**src/hdl/spq_pkg.sv**
```systemverilog
package spq_pkg;

  localparam int CAPACITY     = 16;
  localparam int KEY_BITS     = 16;
  localparam int PAYLOAD_BITS = 16;
  localparam int COUNT_W      = $clog2(CAPACITY + 1);

  // Byte-aligned widths of the packed stream words.
  localparam int IN_DATA_BITS  = KEY_BITS + PAYLOAD_BITS;
  localparam int IN_DATA_W     = ((IN_DATA_BITS + 7) / 8) * 8;
  localparam int OUT_DATA_BITS = KEY_BITS + PAYLOAD_BITS + COUNT_W;
  localparam int OUT_DATA_W    = ((OUT_DATA_BITS + 7) / 8) * 8;

  typedef enum logic {
    OP_INSERT = 1'b0,
    OP_REMOVE = 1'b1
  } op_t;

  typedef enum logic [1:0] {
    ST_OK    = 2'd0,
    ST_EMPTY = 2'd1,
    ST_FULL  = 2'd2
  } status_t;

  typedef struct packed {
    logic [KEY_BITS-1:0]     key;
    logic [PAYLOAD_BITS-1:0] payload;
  } entry_t;

  // Command broadcast to every cell of the row in the cycle a request is taken.
  typedef struct packed {
    logic   insert;
    logic   remove;
    entry_t entry;
  } cell_cmd_t;

endpackage

```
**src/hdl/spq_cell.sv**
```systemverilog
module spq_cell
  import spq_pkg::*;
(
  input  logic      clk,
  input  cell_cmd_t cmd,
  input  logic      occupied,
  input  logic      left_ge,
  input  entry_t    left_entry,
  input  entry_t    right_entry,
  output logic      ge,
  output entry_t    entry
);

  entry_t entry_next;

  // The new entry belongs at or before this cell when the cell is free or
  // holds a key that is not smaller. Across the sorted row this flag is a
  // thermometer, so the first cell that raises it takes the new entry and
  // every cell after it takes its left neighbor.
  assign ge = !occupied || (entry.key >= cmd.entry.key);

  always_comb begin
    entry_next = entry;
    if (cmd.insert && ge) begin
      entry_next = left_ge ? left_entry : cmd.entry;
    end else if (cmd.remove) begin
      entry_next = right_entry;
    end
  end

  always_ff @(posedge clk) begin
    entry <= entry_next;
  end

endmodule

```
**src/hdl/sorted_priority_queue_core.sv**
```systemverilog
// Sorted priority queue built as a row of CAPACITY cells.
// Requests enter on the s_ channel: s_tuser carries the operation (insert or
// remove) and s_tdata carries the key and payload of an entry to insert.
// Every request produces exactly one result on the m_ channel, carrying the
// removed entry (if any), the entry count after the operation and a status.
// The cells hold the entries in ascending key order. An insert is broadcast
// to all cells at once; each cell compares its key with the new key and
// either keeps its entry, takes the new one, or takes its left neighbor's,
// so an insert or a remove completes at the clock edge that takes the request.
// The result appears in the output register in the cycle after the request
// is taken, and a new request can be taken every cycle as long as the
// result side keeps up. When the receiver stalls with a result pending,
// s_tready is low until that result is taken. Reset clears the entry count
// and the output valid flag; cell contents need no reset because only cells
// below the count are ever read. An insert into a full queue is dropped and
// reported with the full status; a remove on an empty queue reports empty.
module sorted_priority_queue_core
  import spq_pkg::*;
(
  input  logic                  clk,
  input  logic                  rst,
  input  logic                  s_tvalid,
  output logic                  s_tready,
  input  logic [IN_DATA_W-1:0]  s_tdata,   // key, payload
  input  logic                  s_tuser,   // operation
  output logic                  m_tvalid,
  input  logic                  m_tready,
  output logic [OUT_DATA_W-1:0] m_tdata,   // item_key, item_payload, entry_count, zero fill
  output logic [2:0]            m_tuser    // item_valid, status
);

  logic               accept;
  logic [COUNT_W-1:0] count;
  logic [COUNT_W-1:0] count_next;
  logic               full;
  logic               empty;
  op_t                op;
  cell_cmd_t          cmd;

  logic               ge     [CAPACITY];
  entry_t             cells  [CAPACITY];

  logic               out_item_valid;
  entry_t             out_entry;
  logic [COUNT_W-1:0] out_count;
  status_t            out_status;
  logic               out_item_valid_next;
  entry_t             out_entry_next;
  status_t            out_status_next;

  assign s_tready = !m_tvalid || m_tready;
  assign accept   = s_tvalid && s_tready;
  assign op       = op_t'(s_tuser);
  assign full     = (count == COUNT_W'(CAPACITY));
  assign empty    = (count == '0);

  always_comb begin
    cmd.insert        = accept && (op == OP_INSERT) && !full;
    cmd.remove        = accept && (op == OP_REMOVE) && !empty;
    cmd.entry.key     = s_tdata[KEY_BITS-1:0];
    cmd.entry.payload = s_tdata[KEY_BITS +: PAYLOAD_BITS];
  end

  // The cell row. Cell 0 is the front; the last cell refills with zeros
  // on a remove, which is never read since it is then beyond the count.
  for (genvar i = 0; i < CAPACITY; i++) begin : g_cell
    logic   occ;
    logic   lge;
    entry_t lent;
    entry_t rent;

    assign occ = (count > COUNT_W'(i));

    if (i == 0) begin : g_first
      assign lge  = 1'b0;
      assign lent = '0;
    end else begin : g_mid
      assign lge  = ge[i-1];
      assign lent = cells[i-1];
    end

    if (i == CAPACITY - 1) begin : g_last
      assign rent = '0;
    end else begin : g_inner
      assign rent = cells[i+1];
    end

    spq_cell u_cell (
      .clk         (clk),
      .cmd         (cmd),
      .occupied    (occ),
      .left_ge     (lge),
      .left_entry  (lent),
      .right_entry (rent),
      .ge          (ge[i]),
      .entry       (cells[i])
    );
  end

  always_comb begin
    count_next          = count;
    out_item_valid_next = 1'b0;
    out_entry_next      = '0;
    out_status_next     = ST_OK;
    if (op == OP_INSERT) begin
      if (full) begin
        out_status_next = ST_FULL;
      end else begin
        count_next = count + COUNT_W'(1);
      end
    end else begin
      if (empty) begin
        out_status_next = ST_EMPTY;
      end else begin
        count_next          = count - COUNT_W'(1);
        out_item_valid_next = 1'b1;
        out_entry_next      = cells[0];
      end
    end
  end

  always_ff @(posedge clk) begin
    if (rst) begin
      count    <= '0;
      m_tvalid <= 1'b0;
    end else begin
      if (accept) begin
        count    <= count_next;
        m_tvalid <= 1'b1;
      end else if (m_tready) begin
        m_tvalid <= 1'b0;
      end
    end
  end

  always_ff @(posedge clk) begin
    if (accept) begin
      out_item_valid <= out_item_valid_next;
      out_entry      <= out_entry_next;
      out_count      <= count_next;
      out_status     <= out_status_next;
    end
  end

  assign m_tdata = {{(OUT_DATA_W - OUT_DATA_BITS){1'b0}}, out_count,
                    out_entry.payload, out_entry.key};
  assign m_tuser = {out_status, out_item_valid};

  // The entry count never passes the capacity.
  a_count_bound: assert property (@(posedge clk) disable iff (rst)
    count <= COUNT_W'(CAPACITY))
    else $error("entry count above capacity");

  // A taken insert on a queue with room raises the count by one.
  a_insert_count: assert property (@(posedge clk) disable iff (rst)
    (accept && op == OP_INSERT && !full) |=> (count == $past(count) + COUNT_W'(1)))
    else $error("insert did not raise the count");

  // A taken remove on a non-empty queue returns the front entry.
  a_remove_front: assert property (@(posedge clk) disable iff (rst)
    (accept && op == OP_REMOVE && !empty) |=>
      (out_item_valid && out_entry == $past(cells[0]) && out_status == ST_OK))
    else $error("remove did not return the front entry");

  // The two front cells stay in ascending key order.
  a_front_sorted: assert property (@(posedge clk) disable iff (rst)
    (count >= COUNT_W'(2)) |-> (cells[0].key <= cells[1].key))
    else $error("front cells out of order");

endmodule

```
**config.mk**
```make
export PLATFORM = sky130hd
export DESIGN_NAME = sorted_priority_queue_core
export DESIGN_NICKNAME = d
export VERILOG_FILES = /design/src/hdl/spq_pkg.sv /design/src/hdl/spq_cell.sv /design/src/hdl/sorted_priority_queue_core.sv
export SDC_FILE = /design/constraint.sdc
export NUM_CORES = 1
export LEC_CHECK = 0
export ABC_AREA = 0
export BUFFER_PORTS_ARGS = -buffer_cell sky130_fd_sc_hd__buf_2
export CELL_PAD_IN_SITES_DETAIL_PLACEMENT = 1
export CELL_PAD_IN_SITES_GLOBAL_PLACEMENT = 2
export CORE_ASPECT_RATIO = 0.7
export CORE_MARGIN = 3
export CORE_UTILIZATION = 44
export DETAILED_ROUTE_END_ITERATION = 10
export MAX_ROUTING_LAYER = met4
export PLACE_DENSITY = 0.78
export SYNTH_ARGS = -nofsm -noshare
export SYNTH_HDL_FRONTEND = slang
export SYNTH_SLANG_ARGS = --single-unit
export TNS_END_PERCENT = 100
```
**constraint.sdc**
```tcl
create_clock -name clk -period 6.7 [get_ports clk]
set_input_delay 1.34 -clock clk [delete_from_list [all_inputs] [get_ports clk]]
set_output_delay 1.34 -clock clk [all_outputs]
set_load 0.02 [all_outputs]
```
[Yosys cells after proc, flatten, opt, wreduce, memory -nomap -nowiden]
Cells that the tools add are included.
Word-level totals
  bits in registers: 558
  input bits: 37
  output and inout bits: 45
  word-level logic and storage cells: 207
Cells by class
  add/sub/neg operators: 2
  order comparisons: 32
  equal/unequal tests: 1
  multiplexer cells: 56
  bitwise operators: 1
  reduce and logical (&&, ||, !) cells: 76
Operator list (count)
  $mux W32: 47
  $ge A16 B16 Y1: 16
  $gt A5 B4 Y1 const B: 8
  $reduce_bool A2 Y1: 17
  $logic_and A1 B1 Y1: 21
  $gt A5 B3 Y1 const B: 4
  $logic_not A1 Y1: 19
  $logic_or A1 B1 Y1: 17
  $mux W5: 3
  $gt A5 B1 Y1 const B: 2
  $gt A5 B2 Y1 const B: 2
  $add A5 B1 Y5 const B: 1
  $eq A5 B5 Y1 const B: 1
  $logic_not A5 Y1: 1
  $sub A5 B1 Y5 const B: 1
  $mux W1: 4
  $mux W2: 2
  $reduce_or A2 Y1: 1
  $not A1 Y1: 1

[Depth between registers and ports, before layout]
  depth in word-level cells: 7
  mapped depth: 11
  mapped depth without buffers: 8

[Modules after synthesis]
From an unflattened synthesis, not the netlist that was laid out.
Unflattened totals
  cells, all modules: 3025
  area, all modules: 37134.4 um2
Modules (own cells, without submodules)
  spq_cell (g_cell[0].u_cell ...): instances 14, cells each 177, area an instance 2158.3 um2, seq. area each 960.9 um2
  spq_cell (g_cell[8].u_cell ...): instances 2, cells each 178, area an instance 2342.2 um2, seq. area each 960.9 um2
  sorted_priority_queue_core: instances 1, cells each 191, area an instance 2233.4 um2, seq. area each 1321.3 um2

[Worst setup path before layout]
No wires, ideal clock.
  path type: in2reg
  start point: input s_tdata[7]
  end point: register g_cell[13].u_cell.entry[0] (netlist bit), enable pin
  setup time: 466 ps
  data arrival time: 5089 ps
  data required time: 6234 ps
  slack: 1145 ps
  stages on the path: 8
  path buffers: 1
  path through: inv_1 ha_1 and3_1 o211ai_1 o21ai_0 a211oi_4 buf_2 o21ai_0
On the way
  cells in the longest elaborated chain, start to end: 4
RTL lines
  start: declaration: line sorted_priority_queue_core.sv:24  | input logic [IN_DATA_W-1:0] s_tdata,
  $ge A16 B16 Y1: line spq_cell.sv:20  | assign ge = !occupied || (entry.key >= cmd.entry.key);
  $logic_or A1 B1 Y1: line spq_cell.sv:20
  $logic_and A1 B1 Y1: line spq_cell.sv:24  | if (cmd.insert && ge) begin
  $reduce_bool A2 Y1 (no line)
  end signal: assignment: line spq_cell.sv:32  | entry <= entry_next;
  end: declaration: line spq_cell.sv:11  | output entry_t entry
Every way passes these cells.
A chain may end at the register's enable or synchronous reset.

==> impl_metrics.toml <==
[global_route]
grt_pass1_wl_um = 156500
grt.overflow.total = 0
global_router_s_overall_resource_usage = 0.2507
antenna_found_initial = 2
vias_in_the_first_global_route = 24809
grt_start_max_net_pins = 78

[clock_tree]
ctsRootBufferMaster = "sky130_fd_sc_hd__clkbuf_16"
tritoncts.num_buffers = 60
cts_tree = "built"
postCtsHoldBufs = 0
h_tree_depth = 2
cts.clk_slew.worst_paths_ns = 0.06
clkLatencyLatePin_ns = 0.66
ctsLongestPathBuffers = 3
cts.sink_count = 558
post_cts_resized = 0
number_of_setup_buffers_added_after_cts = 0

[synthesis]
syn_area_per_cell_um2 = 11.37
synth.cell_area_um2 = 34430
netlist_instances = 3029
yosysWarnings = 0
yosys_most_used_dff = "sky130_fd_sc_hd__edfxtp_1"
synth_sequential_area_ratio = 0.4849
yosys.area.top_type_share = 0.4814
synth.ff_latch_count = 558
netlist-cell-type-count = 71
top_cells_by_area_in_the_synthesized_netlist = "sky130_fd_sc_hd__edfxtp_1, sky130_fd_sc_hd__ha_1, sky130_fd_sc_hd__mux2i_1"
largest_area_contributor_in_the_netlist = "sky130_fd_sc_hd__edfxtp_1"
synth_edf_count = 552
ys_async_sr_fraction = 0

[setup_path]
timing.critical_path.from_type = "primary input"
crit_path_start = "s_tdata[15]"
arrival_time_of_the_worst_setup_path_ns = 5.21
timing.critical_path.required_ns = 7.11
criticalPathCategory = "in -> reg"
endpoint = "g_cell[0].u_cell.entry[1]$_DFFE_PP_"
regToRegSetupSlack_ns = 2.35
crit-reg2reg-launch = "count[0]$_SDFFE_PP0P_"
worstReg2RegEnd = "g_cell[12].u_cell.entry[1]$_DFFE_PP_"
worst-path-max-fanout = 24
cp-end-kind = "register"
timing.reg2reg.worst_path_depth = 8

[routing]
drcViolationCount = 0
route.vias.total = 24648
dr.first_iter.drc_count = 2013
route.final.wire_length_um = 101500
via_per_inst = 6.021
firstDrtPassIters = 5
final_antenna_net_count = 0
route.detailed.wl_per_inst_um = 24.79

[finish]
multi_input_area_um2 = 16580
fill_cells = 8158
final-seq-area_um2 = 16700
area.growth.synth_to_final_pct = 9.534
fin_nets = 3301
final_standard_cell_count_with_taps_included_and_fillers_excluded = 4094
layout.core_utilization = 0.4885
final_layout_size_suffix_gt1_frac = 0.1608

[power_and_ir_drop]
power_density_nw_per_um2 = 284.2
leakage_nw = 14.68
vdd.ir_drop.worst_v = 0.0002139

[sta]
worst_slew_margin_rel = 0.1614
layout_worst_path_cycle_share = 0.7169
rsz0062_at_grt = "no"
final_hold_vio_count = 0
timing.clock.skew_ns = 0.03731
final.min_clock_period_ns = 4.803
final.setup.tns_ns = 0
finalMaxSlewViolations = 0
transition_time_of_the_tightest_slew_check_pin_ns = 1.253
setup_viol_count_final = 0
max_freq_ghz = 0.2082

[floorplan]
rows = 85
die_w_um = 340.4
start_util = 0.4460
placeableCoreArea_um2 = 77210
fp.dieArea_um2 = 81710
chip_height_um = 240.1
num_io_pins = 82

[job]
maxCapViolCount = 0

[place]
hpwl_dp_um = 75330
place_inst = 3985
port_buffers = 78
globalplace.congestion = 0.8606

[worst_hold_path]
min-delay-path-class = "reg -> reg"

[status]
run_status = "finished clean"
==> state kept, by name (all words and copies together), names as in the netlist <==
register             flops
g_cell.u_cell.entry    512
m_tdata                 32
count                    5
out_count                5
out_status               2
m_tvalid                 1
out_item_valid           1
==> cells in the final DEF (no fill, tap or decap), drive strengths merged, types with 7 or more instances in the layout <==
| cell type | instances |
|---|---|
| and4 | 7 |
| a2111oi | 8 |
| nor2 | 100 |
| nand3 | 128 |
| and3 | 8 |
| mux2 | 236 |
| clkinv | 35 |
| edfxtp | 552 |
| a211o | 8 |
| nand4 | 26 |
| nand2 | 38 |
| and2 | 40 |
| nand2b | 33 |
| o21ai | 270 |
| nor3 | 42 |
| inv | 58 |
| o21a | 8 |
| o211ai | 9 |
| a21oi | 413 |
| a221oi | 9 |
| a31oi | 103 |
| a21o | 29 |
| mux2i | 310 |
| buf | 161 |
| a211oi | 17 |
| ha | 261 |
| clkbuf | 67 |
| nor2b | 8 |
==> stage by stage <==
| stage | power, mW | cell area, µm² | hold WS (ns) | worst slack, ns |
|---|---|---|---|---|
| floorplan | 6.649 | 34440 | 0.5225 | 1.145 |
| global placement | 7.362 | 35850 | 0.4941 | 1.385 |
| detailed placement | 7.501 | 35850 | 0.5206 | 1.321 |
| CTS | 10.80 | 37710 | 0.5295 | 2.002 |
| global route | 11.28 | 37720 | 0.5757 | 1.820 |
| finish | 10.72 | 37720 | 0.5277 | 1.897 |
==> critical path: stages <==
cell	delay [ns]
sky130_fd_sc_hd__buf_2	0.11
sky130_fd_sc_hd__inv_1	0.53
sky130_fd_sc_hd__buf_4	0.38
sky130_fd_sc_hd__ha_1	0.28
sky130_fd_sc_hd__nand4_1	0.21
sky130_fd_sc_hd__a211oi_1	0.13
sky130_fd_sc_hd__a2111oi_0	0.85
sky130_fd_sc_hd__o211ai_1	0.25
sky130_fd_sc_hd__and2_1	0.42
sky130_fd_sc_hd__buf_4	0.34
sky130_fd_sc_hd__mux2_2	0.33
==> logic make-up after synthesis <==
| kind of cell | Yosys count | synth area share |
|---|---|---|
| flip-flops | 558 | 0.4849 |
| XOR/XNOR | 4 | 0.001018 |
| AND/OR/NAND/NOR | 451 | 0.06686 |
| multiplexers | 546 | 0.1673 |
| adder cells (fa/ha/maj) | 261 | 0.09484 |
| AO/OA/AOI/OAI | 899 | 0.1459 |
| other | 1 | 0.0001089 |
| buffers and inverters | 309 | 0.03917 |
==> where the power goes <==
part	leakage [nW]	internal [mW]	switching, mW
clock network	0.920	1.79	1.48
logic	8.48	1.02	1.59
registers	5.28	4.50	0.340
==> final cells by class <==
cell class              instances  share of cell area
diodes                          2           0.0001327
clock buffers                  67             0.04050
clock inverters                40            0.008857
inverters                      58            0.005772
multi-input cells            2164              0.4396
flip-flops and latches        558              0.4427
well taps                    1044             0.03463
repair buffers                161             0.02787
==> cells in the mapped netlist, types with 22 or more instances <==
master / instances
sky130_fd_sc_hd__a21o_1: 29
sky130_fd_sc_hd__a21oi_1: 410
sky130_fd_sc_hd__mux2i_1: 310
sky130_fd_sc_hd__ha_1: 261
sky130_fd_sc_hd__buf_2: 79
sky130_fd_sc_hd__nand2_1: 38
sky130_fd_sc_hd__mux2_2: 214
sky130_fd_sc_hd__o21ai_0: 267
sky130_fd_sc_hd__mux2_1: 22
sky130_fd_sc_hd__clkbuf_1: 142
sky130_fd_sc_hd__nor2_1: 99
sky130_fd_sc_hd__and2_1: 40
sky130_fd_sc_hd__a31oi_1: 103
sky130_fd_sc_hd__nand2b_1: 33
sky130_fd_sc_hd__nand4_1: 26
sky130_fd_sc_hd__nand3_1: 128
sky130_fd_sc_hd__edfxtp_1: 552
sky130_fd_sc_hd__inv_1: 56
sky130_fd_sc_hd__nor3_1: 41
==> routing by layer <==
metal	GRT usage	wire length [µm]	share of wire	vias up
li1	-	-	-	11605
met1	0.3861	52460	0.52	12268
met2	0.3532	41840	0.41	663
met3	0.03017	5504	0.054	112
met4	0.04959	1693	0.017	0
met5	-	0	0	-
==> how the worst min path moves through the flow <==
| stage | start | endpoint | slack (ns) | depth (start not counted) |
|---|---|---|---|---|
| 5_1_grt | m_tvalid$_SDFFE_PP0P_ | m_tvalid$_SDFFE_PP0P_ | 0.58 | 2 |
| 3_3_place_gp | m_tvalid$_SDFFE_PP0P_ | m_tvalid$_SDFFE_PP0P_ | 0.49 | 2 |
| 2_1_floorplan | g_cell[10].u_cell.entry[10]$_DFFE_PP_ | g_cell[9].u_cell.entry[10]$_DFFE_PP_ | 0.52 | 1 |
| 3_5_place_dp | m_tvalid$_SDFFE_PP0P_ | m_tvalid$_SDFFE_PP0P_ | 0.52 | 2 |
| 6_report | m_tvalid$_SDFFE_PP0P_ | m_tvalid$_SDFFE_PP0P_ | 0.53 | 2 |
| 4_1_cts | m_tvalid$_SDFFE_PP0P_ | m_tvalid$_SDFFE_PP0P_ | 0.53 | 2 |
Power figures use the tool's default switching activity.
